**config.mk**
```make
export PLATFORM = sky130hd
export DESIGN_NAME = screen_fade_sequencer
export DESIGN_NICKNAME = d
export VERILOG_FILES = /design/src/rtl/sfs_pkg.sv /design/src/rtl/sfs_div.sv /design/src/rtl/screen_fade_sequencer.sv
export SDC_FILE = /design/constraint.sdc
export NUM_CORES = 1
export LEC_CHECK = 0
export ABC_AREA = 1
export BUFFER_PORTS_ARGS = -buffer_cell sky130_fd_sc_hd__buf_4
export CAP_MARGIN = 40
export CORE_ASPECT_RATIO = 0.7
export CORE_UTILIZATION = 35
export DETAILED_ROUTE_END_ITERATION = 16
export PLACE_DENSITY = 0.53
export SLEW_MARGIN = 15
export SYNTH_ARGS = -nofsm -noshare
export SYNTH_HDL_FRONTEND = slang
export SYNTH_SLANG_ARGS = --single-unit
```
**constraint.sdc**
```tcl
create_clock -name clk_i -period 3.91 [get_ports clk_i]
set_clock_uncertainty 0.2 [all_clocks]
set_input_delay 0.9775 -clock clk_i [delete_from_list [all_inputs] [get_ports clk_i]]
set_output_delay 0.9775 -clock clk_i [all_outputs]
set_load 0.005 [all_outputs]
```
**src/rtl/sfs_pkg.sv**
```systemverilog
`default_nettype none
package sfs_pkg;

  localparam int CountBits = 16;
  localparam int AlphaBits = 8;
  localparam int DivCntW   = $clog2(AlphaBits + 1);
  localparam logic [AlphaBits-1:0] FullAlpha = {AlphaBits{1'b1}};

  localparam int InDataW  = 40;
  localparam int InUserW  = 2;
  localparam int OutDataW = 16;

  typedef enum logic [1:0] {
    ACT_TICK     = 2'd0,
    ACT_FADE_IN  = 2'd1,
    ACT_FADE_OUT = 2'd2,
    ACT_SET      = 2'd3
  } action_e;

  typedef enum logic [1:0] {
    PH_OPAQUE    = 2'd0,
    PH_CLEAR     = 2'd1,
    PH_TO_CLEAR  = 2'd2,
    PH_TO_OPAQUE = 2'd3
  } phase_e;

  typedef struct packed {
    logic                 start;
    logic [CountBits-1:0] count;
    logic [CountBits-1:0] total;
  } div_req_t;

  typedef struct packed {
    logic                 done;
    logic                 busy;
    logic [AlphaBits-1:0] quot;
  } div_rsp_t;

  typedef struct packed {
    phase_e               phase;
    logic                 accepted;
    logic                 draw;
    logic [AlphaBits-1:0] alpha;
  } res_t;

endpackage
`default_nettype wire

```
**src/rtl/sfs_div.sv**
```systemverilog
`default_nettype none
module sfs_div (
  input  wire               clk_i,
  input  wire               rst_ni,
  input  sfs_pkg::div_req_t req_i,
  output sfs_pkg::div_rsp_t rsp_o
);
  import sfs_pkg::*;

  // quotient of count*255/total, one quotient bit per cycle, count < total
  logic [CountBits+AlphaBits-1:0] prod;
  logic [CountBits:0]             trial;
  logic                           qbit;
  logic [CountBits-1:0]           rem_q, div_q;
  logic [AlphaBits-1:0]           num_q, quot_q;
  logic [DivCntW-1:0]             cnt_q;
  logic                           busy_q, done_q;

  always_comb begin
    prod  = {req_i.count, {AlphaBits{1'b0}}} - {{AlphaBits{1'b0}}, req_i.count};
    trial = {rem_q, num_q[AlphaBits-1]};
    qbit  = (trial >= {1'b0, div_q});
  end

  always_ff @(posedge clk_i or negedge rst_ni) begin
    if (!rst_ni) begin
      busy_q <= 1'b0;
      done_q <= 1'b0;
      cnt_q  <= '0;
    end else begin
      done_q <= 1'b0;
      if (req_i.start) begin
        busy_q <= 1'b1;
        cnt_q  <= DivCntW'(AlphaBits);
      end else if (busy_q) begin
        cnt_q <= cnt_q - 1'b1;
        if (cnt_q == DivCntW'(1)) begin
          busy_q <= 1'b0;
          done_q <= 1'b1;
        end
      end
    end
  end

  always_ff @(posedge clk_i) begin
    if (req_i.start) begin
      rem_q <= prod[CountBits+AlphaBits-1:AlphaBits];
      num_q <= prod[AlphaBits-1:0];
      div_q <= req_i.total;
    end else if (busy_q) begin
      rem_q  <= qbit ? CountBits'(trial - {1'b0, div_q}) : trial[CountBits-1:0];
      num_q  <= {num_q[AlphaBits-2:0], 1'b0};
      quot_q <= {quot_q[AlphaBits-2:0], qbit};
    end
  end

  assign rsp_o.done = done_q;
  assign rsp_o.busy = busy_q;
  assign rsp_o.quot = quot_q;

endmodule
`default_nettype wire

```
**src/rtl/screen_fade_sequencer.sv**
```systemverilog
`default_nettype none
// overlay fade sequencer
// input stream: s_axis_tuser carries the action (tick, fade in, fade out, set state),
// s_axis_tdata the length, target and delay. every item gives exactly one result item
// on the output stream: alpha, draw flag, accepted flag and phase.
// commands, ticks outside a ramp and ticks that end a ramp give their result through
// the output register, and a new item can be taken every cycle while the output is free.
// a tick inside a ramp starts the bit-serial divider through a registered start, one
// quotient bit per cycle, and no item is taken until its result is ready.
// the output is a register: one more item is taken while a result waits, then the
// block holds the next result and s_axis_tready stays low until the receiver takes it.
// reset puts the overlay opaque at full alpha with no pending state change and an
// empty output register.
module screen_fade_sequencer (
  input  wire                           clk_i,
  input  wire                           rst_ni,
  input  wire                           s_axis_tvalid,
  output logic                          s_axis_tready,
  // fade_length[15:0], target_state[16], delay_ticks[32:17], zero fill
  input  wire  [sfs_pkg::InDataW-1:0]   s_axis_tdata,
  // action[1:0]
  input  wire  [sfs_pkg::InUserW-1:0]   s_axis_tuser,
  output logic                          m_axis_tvalid,
  input  wire                           m_axis_tready,
  // alpha[7:0], draw[8], accepted[9], phase[11:10], zero fill
  output logic [sfs_pkg::OutDataW-1:0]  m_axis_tdata
);
  import sfs_pkg::*;

  typedef enum logic [1:0] {ST_IDLE, ST_DIV, ST_HOLD} state_e;

  state_e               state_q;
  phase_e               phase_q, phase_d;
  logic                 pend_q, pend_d;
  logic                 dact_q, dact_d;
  logic [15:0]          dcnt_q, dcnt_d;
  logic [CountBits-1:0] step_q, step_d;
  logic [CountBits-1:0] total_q, total_d;
  logic [AlphaBits-1:0] opac_q, opac_d;
  logic                 need_div;
  res_t                 res_d, res_q, div_res;
  logic                 start_q;
  logic                 out_valid_q, out_valid_d, out_load, out_free, accept;
  logic [OutDataW-1:0]  out_data_q;
  div_req_t             div_req;
  div_rsp_t             div_rsp;

  action_e              act;
  logic [15:0]          in_len, in_delay;
  logic                 in_target;
  logic [AlphaBits-1:0] div_alpha;

  assign act       = action_e'(s_axis_tuser[1:0]);
  assign in_len    = s_axis_tdata[15:0];
  assign in_target = s_axis_tdata[16];
  assign in_delay  = s_axis_tdata[32:17];

  assign s_axis_tready = (state_q == ST_IDLE);
  assign accept        = s_axis_tvalid && s_axis_tready;
  assign out_free      = !out_valid_q || m_axis_tready;

  always_comb begin
    phase_d  = phase_q;
    pend_d   = pend_q;
    dact_d   = dact_q;
    dcnt_d   = dcnt_q;
    step_d   = step_q;
    total_d  = total_q;
    opac_d   = opac_q;
    need_div = 1'b0;
    res_d    = '0;
    unique case (act)
      ACT_TICK: begin
        if (dact_q) begin
          if (dcnt_q == '0) begin
            phase_d = pend_q ? PH_CLEAR : PH_OPAQUE;
            dact_d  = 1'b0;
          end else begin
            dcnt_d = dcnt_q - 1'b1;
          end
        end
        unique case (phase_d)
          PH_CLEAR: ;
          PH_OPAQUE: opac_d = FullAlpha;
          PH_TO_CLEAR, PH_TO_OPAQUE: begin
            step_d = step_q + 1'b1;
            // end of ramp, a zero length ends here too
            if (step_d >= total_q) begin
              if (phase_d == PH_TO_CLEAR) begin
                opac_d  = '0;
                phase_d = PH_CLEAR;
              end else begin
                opac_d  = FullAlpha;
                phase_d = PH_OPAQUE;
              end
            end else begin
              need_div = 1'b1;
            end
          end
          default: ;
        endcase
        res_d.draw = (phase_d != PH_CLEAR) && (opac_d != '0);
      end
      ACT_FADE_IN, ACT_FADE_OUT: begin
        if ((act == ACT_FADE_IN && phase_q == PH_OPAQUE) ||
            (act == ACT_FADE_OUT && phase_q == PH_CLEAR)) begin
          phase_d        = (act == ACT_FADE_IN) ? PH_TO_CLEAR : PH_TO_OPAQUE;
          step_d         = '0;
          total_d        = in_len;
          res_d.accepted = 1'b1;
        end
      end
      ACT_SET: begin
        pend_d = in_target;
        dact_d = 1'b1;
        dcnt_d = in_delay;
        if (in_delay == '0) begin
          phase_d = in_target ? PH_CLEAR : PH_OPAQUE;
        end
      end
      default: ;
    endcase
    res_d.alpha = opac_d;
    res_d.phase = phase_d;
  end

  assign div_req.start = start_q;
  assign div_req.count = step_q;
  assign div_req.total = total_q;

  sfs_div u_div (
    .clk_i  (clk_i),
    .rst_ni (rst_ni),
    .req_i  (div_req),
    .rsp_o  (div_rsp)
  );

  assign div_alpha = (phase_q == PH_TO_CLEAR) ? FullAlpha - div_rsp.quot : div_rsp.quot;

  always_comb begin
    div_res          = '0;
    div_res.alpha    = div_alpha;
    div_res.draw     = (div_alpha != '0);
    div_res.phase    = phase_q;
  end

  // a result enters the output register, or the waiting one stays until taken
  always_comb begin
    out_load = 1'b0;
    unique case (state_q)
      ST_IDLE: out_load = accept && !need_div && out_free;
      ST_DIV:  out_load = div_rsp.done && out_free;
      ST_HOLD: out_load = out_free;
      default: ;
    endcase
    out_valid_d = out_load || (out_valid_q && !m_axis_tready);
  end

  always_ff @(posedge clk_i or negedge rst_ni) begin
    if (!rst_ni) begin
      state_q     <= ST_IDLE;
      phase_q     <= PH_OPAQUE;
      pend_q      <= 1'b0;
      dact_q      <= 1'b0;
      dcnt_q      <= '0;
      step_q      <= '0;
      total_q     <= '0;
      opac_q      <= FullAlpha;
      start_q     <= 1'b0;
      out_valid_q <= 1'b0;
    end else begin
      start_q     <= (state_q == ST_IDLE) && accept && need_div;
      out_valid_q <= out_valid_d;
      unique case (state_q)
        ST_IDLE: begin
          if (accept) begin
            phase_q <= phase_d;
            pend_q  <= pend_d;
            dact_q  <= dact_d;
            dcnt_q  <= dcnt_d;
            step_q  <= step_d;
            total_q <= total_d;
            opac_q  <= opac_d;
            if (need_div) begin
              state_q <= ST_DIV;
            end else if (!out_free) begin
              state_q <= ST_HOLD;
            end
          end
        end
        ST_DIV: begin
          if (div_rsp.done) begin
            opac_q  <= div_alpha;
            state_q <= out_free ? ST_IDLE : ST_HOLD;
          end
        end
        ST_HOLD: begin
          if (out_free) begin
            state_q <= ST_IDLE;
          end
        end
        default: state_q <= ST_IDLE;
      endcase
    end
  end

  // payload side of the result path
  always_ff @(posedge clk_i) begin
    unique case (state_q)
      ST_IDLE: begin
        if (accept && !need_div) begin
          if (out_free) begin
            out_data_q <= OutDataW'(res_d);
          end else begin
            res_q <= res_d;
          end
        end
      end
      ST_DIV: begin
        if (div_rsp.done) begin
          if (out_free) begin
            out_data_q <= OutDataW'(div_res);
          end else begin
            res_q <= div_res;
          end
        end
      end
      ST_HOLD: begin
        if (out_free) begin
          out_data_q <= OutDataW'(res_q);
        end
      end
      default: ;
    endcase
  end

  assign m_axis_tvalid = out_valid_q;
  assign m_axis_tdata  = out_data_q;

`ifndef SYNTHESIS
  a_done_in_div: assert property (@(posedge clk_i) disable iff (!rst_ni)
    div_rsp.done |-> (state_q == ST_DIV))
    else $error("divider result outside ramp step");
  a_start_idle_div: assert property (@(posedge clk_i) disable iff (!rst_ni)
    start_q |-> (!div_rsp.busy && state_q == ST_DIV))
    else $error("divider started while busy");
  a_ramp_below_full: assert property (@(posedge clk_i) disable iff (!rst_ni)
    div_rsp.done |-> (div_rsp.quot != FullAlpha))
    else $error("ramp quotient reached full alpha");
  a_draw_alpha: assert property (@(posedge clk_i) disable iff (!rst_ni)
    (m_axis_tvalid && m_axis_tdata[8]) |-> (m_axis_tdata[7:0] != '0))
    else $error("draw flagged with zero alpha");
  a_accept_fading: assert property (@(posedge clk_i) disable iff (!rst_ni)
    (m_axis_tvalid && m_axis_tdata[9]) |-> m_axis_tdata[11])
    else $error("accepted start without fading phase");
`endif

endmodule
`default_nettype wire
```
== Word level (Yosys, flattened, before mapping) ==
Index checks and enable logic that the tools add are counted.

* $add $sub $neg: 6
* Multipliers: 0
* Divide/modulo/power cells: 0
* $lt $le $gt $ge: 2
* Eq/ne operators: 24
* Shift-type cells: 0
* Mux-type cells: 69
* Bitwise gates (word level): 1
* Reductions and logical operators: 42

{| class="wikitable"
|+ Operator list
! operator !! count
|-
| 16-bit 2-to-1 mux || 12
|-
| 8-bit 2-to-1 mux || 9
|-
| 16-bit case mux with 2 select lines || 2
|-
| 12-bit 2-to-1 mux || 4
|-
| 16-bit case mux with 3 select lines || 1
|-
| 16-bit logical NOT || 2
|-
| 8-bit case mux with 2 select lines || 2
|-
| 2-bit 2-to-1 mux || 14
|-
| 12-bit case mux with 2 select lines || 1
|-
| 24-bit by 16-bit subtractor with 24-bit output || 1
|-
| 1-bit 2-to-1 mux || 18
|-
| 17-bit by 16-bit greater-or-equal comparator with 1-bit output || 1
|-
| 16-bit by 1-bit adder with 16-bit output (second input constant) || 1
|-
| 16-bit greater-or-equal comparator || 1
|-
| 8-bit nonzero test || 2
|-
| 16-bit by 1-bit subtractor with 16-bit output (second input constant) || 1
|-
| 16-bit subtractor || 1
|-
| 5-bit AND reduction || 3
|-
| 2-bit inequality test (second input constant) || 7
|-
| 2-bit == test (second input constant) || 6
|-
| 2-bit by 1-bit inequality test with 1-bit output (second input constant) || 6
|-
| 2-bit case mux with 3 select lines || 2
|-
| 1-bit logical AND || 10
|-
| 3-bit AND reduction || 3
|-
| 18 further kinds || 34
|}

* Flip-flop bits (word level): 146
* Bits in latches: 0
* RAM bits: 0
* Memory bits (read-only): 0
* Logic and storage cells: 166
* Memories: 0

== Logic depth before layout (Yosys ltp) ==
Gate-level depths: netlist (run 1).

* Depth in word-level cells: 15
* Gate-level depth with buffers: 24
* Mapped depth without buffers: 24

== Hierarchy ==
A second synthesis (run 1) with hierarchy kept.

* Cells, all modules: 1298
* Area, all modules: 9868.2 µm²

{| class="wikitable"
|+ By module, submodules not included
! module !! times used !! cells an instance !! area an instance (µm²)
|-
| screen_fade_sequencer || 1 || 684 || 5464.0
|-
| sfs_div || 1 || 614 || 4404.2
|}

== Least setup slack after synthesis (run 1) ==
OpenSTA, ideal clock, no wires.

* Path type: reg2reg
* Start: register step_q[0]
* End: register out_data_q[0], in the netlist m_axis_tdata[0], enable pin
* Setup time: 0.344 ns
* Data arrival time: 2.745 ns
* Required time: 3.366 ns
* Setup slack: 0.621 ns
* Stages on the path, launching flop included: 17
* Path buffers: 0
* Period minus slack after synthesis: 3.289 ns
* Cells stage by stage: dfrtp_1 -> ha_1 -> nand3_1 -> nor3_2 -> nand3_1 -> nor2_1 -> nand3_1 -> xor2_1 -> inv_1 -> ha_1 -> nand2_1 -> nor3_1 -> nand2_1 -> nand4_1 -> or2_1 -> nand4_1 -> inv_1

* Word-level cells in the longest chain between the ends: 9

{| class="wikitable"
|+ RTL lines
! item !! RTL line !! RTL
|-
| start: declaration || screen_fade_sequencer.sv:37 || <nowiki>logic [CountBits-1:0] step_q, step_d;</nowiki>
|-
| start signal: assignment || screen_fade_sequencer.sv:181 || <nowiki>step_q <= step_d;</nowiki>
|-
| 16-bit by 1-bit adder with 16-bit output || screen_fade_sequencer.sv:86 || <nowiki>step_d = step_q + 1'b1;</nowiki>
|-
| 16-bit greater-or-equal comparator || screen_fade_sequencer.sv:88 || <nowiki>if (step_d >= total_q) begin</nowiki>
|-
| 1-bit 2-to-1 mux || screen_fade_sequencer.sv:88 ||
|-
| 1-bit 2-to-1 mux || screen_fade_sequencer.sv:82 || <nowiki>unique case (phase_d)</nowiki>
|-
| 1-bit 2-to-1 mux || screen_fade_sequencer.sv:72 || <nowiki>unique case (act)</nowiki>
|-
| 1-bit logical NOT || screen_fade_sequencer.sv:211 || <nowiki>if (accept && !need_div) begin</nowiki>
|-
| 1-bit logical AND || screen_fade_sequencer.sv:211 ||
|-
| 2-bit by 1-bit inequality test with 1-bit output (no line) || -- ||
|-
| 6-bit AND reduction (no line) || -- ||
|-
| end signal: assignment || screen_fade_sequencer.sv:213 || <nowiki>out_data_q <= OutDataW'(res_d);</nowiki>
|-
| end signal: assignment || screen_fade_sequencer.sv:222 || <nowiki>out_data_q <= OutDataW'(div_res);</nowiki>
|-
| end signal: assignment || screen_fade_sequencer.sv:230 || <nowiki>out_data_q <= OutDataW'(res_q);</nowiki>
|-
| end: declaration || screen_fade_sequencer.sv:44 || <nowiki>logic [OutDataW-1:0] out_data_q;</nowiki>
|}

Every way passes these cells.
A chain may end at the register's enable or synchronous reset.

== Final worst setup path (run 1) ==
* Start: register step_q[3]
* End: register out_data_q[8], in the netlist m_axis_tdata[8], enable pin

The elaborated chain is that of the path after synthesis.

==> flow_metrics.py, run 1 <==
metrics = {
    "status": {
        "status": "finished clean",
    },
    "worst_setup_path": {
        "reg2reg_from": "step_q[3]",
        "crit_chain": "clkinv_1, nor4_2, nand2_1, nor2_1, buf_4, inv_1, o21ai_1, nand2_1, inv_1, ha_1, a21oi_1, o21ai_0, a21oi_1, buf_4, nand4_1, or2_1, nand4_1, clkinvlp_4, buf_12",
        "slowest_stage": "dfrtp_2",
        "cp_max_fo": 12,
        "critical_path_class": "flop to flop",
        "cp-startpoint": "step_q[3]",
        "reg2reg_to": "m_axis_tdata[8]",
        "required_ns": 3.90,
        "reg2reg_slack_ns": 0.29,
        "cp-end-kind": "flop",
        "crit_end": "m_axis_tdata[8]",
        "start_kind": "flop",
        "max_stage_delay_ns": 0.42,
        "worstRegToRegCells": 19,
        "cp.arrival_ns": 3.61,
    },
    "cells_and_area": {
        "synthToLayoutAreaGrowth_pct": 16.9,
        "instances_no_fill": 1545,
        "design_area_um2": 10700,
        "multiInputGateArea_um2": 4580,
        "drive_above_1_share_pct": 15.4,
        "n_antenna_cell": 0,
        "seq_area_um2": 3930,
        "nFillCells": 2559,
        "nNetsFinal": 1302,
    },
    "floorplan": {
        "core_um2": 25700,
        "ioPinCount": 64,
        "initial_core_util_pct": 35.7,
        "fp.dieH_um": 137,
        "die_w_um": 196,
        "rows": 49,
        "dieArea_um2": 26900,
    },
    "power": {
        "combPwrFrac_pct": 53.4,
        "p_leak_uw": 0.00503,
        "vdd_drop_max_mv": 0.341,
        "p_clk_share_pct": 17.8,
        "p_sw_uw": 4280,
        "powerDensity_nw_per_um2": 883,
        "p_total_uw": 9480,
        "swShare_pct": 45.1,
        "sequentialPowerShare_pct": 28.8,
        "internal_power_uw": 5200,
    },
    "global_routing": {
        "grt_max_degree": 48,
        "grt.total_usage_pct": 18.4,
        "grt_overflow": 0,
        "grt_pass1_wl_um": 38400,
        "antenna_found_initial": 0,
        "grt_pass1_vias": 7130,
        "met3_usage_pct": 4.46,
        "grtUsageMet2_pct": 25.0,
        "top_usage_layer": "met1",
        "grt_util_met1_pct": 28.9,
    },
    "clock_network": {
        "clk_latency_ns": 0.42,
        "h-tree-depth": 4,
        "clock_path_buffers": 2,
        "cts.sinks": 142,
        "clkTransAtPathRegs_ns": 0.07,
        "cts_root_buffer": "clkbuf_16",
        "cts_tree": "built",
        "numCtsBuffers": 17,
        "hold_buffers": 0,
    },
    "timing": {
        "tightest_slew_ns": 0.752,
        "setup_tns_ns": 0,
        "final_hold_viol_count": 0,
        "relSlewSlack_pct": 49.7,
        "post-route-min-period_ns": 3.62,
        "fmax_mhz": 276,
        "setup_ws_ns": 0.292,
        "rsz0062_at_grt": "no",
        "period_share_pct": 92.5,
        "setup_violations": 0,
        "drv_slew": 0,
    },
    "drt": {
        "avgViaCountPerCell": 4.99,
        "vias": 7705,
        "dr.pass1.iters": 5,
        "drc": 0,
        "ant_nets": 0,
        "drtIter0Drc": 600,
        "wl_per_cell_um": 15.5,
        "wl_um": 23900,
    },
    "synth": {
        "synthDistinctLibCells": 56,
        "synth-seq-area-share_pct": 42.7,
        "synth_top_area_share_pct": 23.6,
        "synth_area_um2": 9180,
        "postSynthAreaPerCell_um2": 8.16,
        "yosys_register_bits": 142,
        "synth_enable_flop_cells": 72,
        "syn-instance-count": 1125,
        "synth.most_common_cell": "nand2_1",
        "async_flop_share_pct": 49.3,
        "yosysWarnings": 0,
        "synth_top_flop_cell": "edfxtp_1",
        "synth_commonest_cells": "nand2_1 (244), inv_1 (134), nor2_1 (96)",
        "post-synth-top-area-cell": "edfxtp_1",
        "ys_top_cells_by_area": "edfxtp_1 (24%), dfrtp_1 (17%), nand2_1 (10%), ha_1 (7.4%), inv_1 (5.5%)",
    },
    "placed_design": {
        "dpl.cell_count": 1512,
        "port_buffers": 52,
        "gp_congestion": 0.940,
        "dpl.hpwl_um": 17800,
        "postPlaceCellArea_um2": 10100,
        "dpl_worst_slack_ns": 0.159,
    },
    "min_path": {
        "hold_path_class": "flop to flop",
    },
    "job": {
        "cap_violations": 0,
    },
}
-- cell usage in the layout (no fill, tap or decap), drive strengths merged, types with 15 or more instances in the layout --
master	instances
buf	83
nor2	101
a21oi	78
xor2	31
xnor2	15
edfxtp	72
ha	54
dfrtp	62
nand2	278
nand3b	17
nand3	74
clkbuf	17
o22ai	15
inv	143
o21ai	76
-- worst min-delay path by stage --
stage,slack [ns],endpoint,depth (start not counted),from
CTS,0.25,u_div.div_q[7],0,total_q[7]
detailed placement,0.23,u_div.div_q[14],0,total_q[14]
floorplan,0.22,u_div.div_q[10],0,total_q[10]
global placement,0.23,u_div.div_q[9],0,total_q[9]
global route,0.25,u_div.div_q[7],0,total_q[7]
finish,0.25,u_div.div_q[10],0,total_q[10]
-- metrics by stage --
stage | hold WS, ns | utilization (%)
floorplan | 0.225 | -
global placement | 0.227 | 39.2
detailed placement | 0.231 | 39.3
CTS | 0.249 | 41.7
global route | 0.254 | 41.8
finish | 0.248 | 41.8
-- state kept, by name, indices dropped and copies added, names as in the netlist --
signal         count
dact_q             1
dcnt_q            16
m_axis_tdata      12
m_axis_tvalid      1
opac_q             8
pend_q             1
phase_q            2
res_q             12
start_q            1
state_q            2
step_q            16
total_q           16
u_div.busy_q       1
u_div.cnt_q        4
u_div.div_q       16
u_div.done_q       1
u_div.num_q        8
u_div.quot_q       8
u_div.rem_q       16
-- layer usage --
metal  share of wire, %  vias up
li1                   -     3911
met1                 55     3602
met2                 38      177
met3                5.7       15
met4                1.1        0
met5                  0        -
-- worst max-delay path: cells and delay by family, from the launching register on --
family                   cells  cell delay (ns)
AND/OR/NAND/NOR              7             1.23
buffers and inverters        7             0.77
AO/OA/AOI/OAI                4             0.56
flip-flops                   1             0.42
adder cells (fa/ha/maj)      1             0.23
-- layout make-up --
cell class              instances  share of cell area, %
repair buffers                 83                   6.23
inverters                     142                   5.00
clock inverters                15                   1.64
multi-input cells             815                   42.7
clock buffers                  17                   3.96
flip-flops and latches        142                   36.6
well taps                     331                   3.86
-- power groups by stage --
stage | Clock, uW | Combinational (uW) | Sequential [uW]
after floorplan | 0 | 3640 | 2660
after global placement | 0 | 4940 | 2740
after detailed placement | 0 | 4970 | 2750
after CTS | 1730 | 5010 | 2720
after global routing | 1800 | 5750 | 2800
final | 1690 | 5070 | 2730
-- cell families (layout without fill, tap and decap cells) --
| group | after synthesis | count (layout) | synth area share [%] |
|---|---|---|---|
| other | 1 | 4 | 0.0409 |
| AO/OA/AOI/OAI | 195 | 195 | 12.0 |
| buffers and inverters | 171 | 257 | 7.43 |
| AND/OR/NAND/NOR | 512 | 512 | 25.4 |
| flip-flops | 142 | 142 | 42.7 |
| multiplexers | 3 | 3 | 0.368 |
| XOR/XNOR | 46 | 46 | 4.39 |
| adder cells (fa/ha/maj) | 55 | 55 | 7.58 |
-- what timing repair did --
| item | 4_1_cts | 5_1_grt |
|---|---|---|
| buffers inserted | 0 | 1 |
| endpoints found under the setup margin | 0 | 15 |
| gates resized for setup | 0 | 2 |
Note: power is estimated with default switching activity, not from simulation.
==> run 2, diff against run 1 <==
- PLACE_DENSITY: 0.53 -> 0.49
==> flow_metrics.py, run 2 (synthesis gave the netlist of run 1 again) <==
metrics = {
    "timing": {
        "holdWs_ns": 0.246,
        "tightest_slew_ns": 0.782,
        "final_hold_viol_count": 0,
        "setup_ws_ns": 0.219,
        "setup_tns_ns": 0,
        "rsz0062_at_grt": "no",
        "post-route-min-period_ns": 3.69,
        "drv_slew": 0,
        "relSlewSlack_pct": 47.7,
        "fmax_mhz": 271,
        "period_share_pct": 94.4,
        "setup_violations": 0,
    },
    "worst_setup_path": {
        "cp-end-kind": "flop",
        "required_ns": 3.95,
        "crit_chain": "ha_1, nand3_1, nor3_2, nand3_1, nor2_1, xor2_1, inv_1, ha_1, nand2_1, o21ai_0, a21oi_1, buf_4, nand2_1, nand2_1, nand2_2, nand3_4, nand2_2, nor2_1, a21oi_1",
        "reg2reg_slack_ns": 0.22,
        "cpMostUsedCell": "nand2_1",
        "start_kind": "flop",
        "reg2reg_from": "step_q[0]",
        "max_stage_delay_ns": 0.35,
        "worstRegToRegCells": 19,
        "slowest_stage": "dfrtp_1",
        "cp_max_fo": 8,
        "cp.arrival_ns": 3.73,
        "reg2reg_to": "m_axis_tdata[0]",
        "critical_path_class": "flop to flop",
    },
    "power": {
        "vdd_drop_max_mv": 0.426,
        "p_leak_uw": 0.00504,
        "powerDensity_nw_per_um2": 881,
        "p_total_uw": 9440,
    },
    "status": {
        "status": "finished clean",
    },
    "floorplan": {
        "ioPinCount": 64,
        "dieArea_um2": 26900,
        "core_um2": 25700,
        "die_w_um": 196,
        "fp.dieH_um": 137,
        "initial_core_util_pct": 35.7,
        "rows": 49,
    },
    "drt": {
        "avgViaCountPerCell": 5.00,
        "dr.max_layer_used": "met4",
        "wl_um": 24600,
        "dr.pass1.iters": 6,
        "wl_met1_um": 13900,
        "ant_nets": 0,
        "routed-wl-met3_um": 1200,
        "wl_per_cell_um": 15.9,
        "drc": 0,
        "drtIter0Drc": 582,
        "vias": 7749,
        "met2_length_um": 9360,
    },
    "global_routing": {
        "grt_max_degree": 35,
        "grt_pass1_wl_um": 39000,
        "antenna_found_initial": 0,
        "grt.total_usage_pct": 19.0,
        "grt_pass1_vias": 7057,
        "grt_overflow": 0,
    },
    "placed_design": {
        "dpl_worst_slack_ns": 0.185,
        "gp_congestion": 0.900,
        "port_buffers": 52,
        "dpl.hpwl_um": 18400,
    },
    "cells_and_area": {
        "final_common_cell": "nand2_1",
        "nNetsFinal": 1307,
        "drive_above_1_share_pct": 15.8,
        "nFillCells": 2621,
        "n_antenna_cell": 0,
        "final_cell_mix": "nand2_1 (244), inv_1 (134), nor2_1 (95), buf_4 (87), a21oi_1 (77)",
        "synthToLayoutAreaGrowth_pct": 16.7,
    },
    "clock_network": {
        "cts_tree": "built",
        "numCtsBuffers": 17,
        "cts_setup_buffers": 0,
        "clk_latency_ns": 0.44,
        "cts_root_buffer": "clkbuf_16",
        "hold_buffers": 0,
        "cts.sinks": 142,
        "clock_path_buffers": 2,
        "clkTransAtPathRegs_ns": 0.07,
        "h-tree-depth": 4,
        "cts_resized": 0,
    },
    "job": {
        "cap_violations": 0,
    },
    "min_path": {
        "holdPathEnd": "u_div.div_q[8]",
        "holdPathStages": 0,
        "hold_path_class": "flop to flop",
        "hold_start": "total_q[8]",
    },
}
[run 2: cell type report]
cell class / count / area [um2] / area share (%)
multi-input combinational: 815 / 4590 / 42.9
sequential: 142 / 3920 / 36.6
timing repair buffer: 88 / 673 / 6.28
inverter: 142 / 533 / 4.98
clock buffer: 17 / 425 / 3.97
tap: 331 / 414 / 3.87
clock inverter: 15 / 151 / 1.41
[run 2: worst max path at each step]
stage | from | endpoint | slack (ns) | cells past startpoint
3_5_place_dp | step_q[3] | m_axis_tdata[0] | 0.19 | 18
5_1_grt | step_q[1] | m_axis_tdata[0] | 0.002 | 19
2_1_floorplan | step_q[0] | m_axis_tdata[0] | 0.62 | 16
3_3_place_gp | step_q[3] | m_axis_tdata[0] | 0.12 | 18
6_report | step_q[0] | m_axis_tdata[0] | 0.22 | 19
4_1_cts | step_q[3] | m_axis_tdata[0] | 0.17 | 18
[run 2: per-stage QoR]
step                      area (um2)  util [%]  instances
final                          10700      41.7       1550
after global routing           10700      41.7       1550
after CTS                      10700      41.7       1550
after detailed placement       10100      39.4       1518
after global placement         10100      39.4       1518
after floorplan                 9190         -       1128
[run 2: critical path: cells and delay by family (launching register included)]
kind,cells,cell delay (ns)
simple gates,11,1.39
compound gates,3,0.63
fa+ha+maj,2,0.46
flops,1,0.35
buf+inv,2,0.24
xor+xnor,1,0.22
[run 2: layer usage]
layer / track usage, % / vias to the layer above
met5: 0 / -
met4: 5.25 / 0
met3: 3.55 / 14
met2: 24.6 / 164
met1: 30.8 / 3652
li1: - / 3919
[run 2: report_power, final]
part	total [uW]	leakage, uW	internal (uW)	switching, uW
Combinational	5080	0.00327	1900	3190
Sequential	2720	0.00150	2340	376
Clock	1640	0.000274	896	741
Total	9440	0.00504	5130	4310
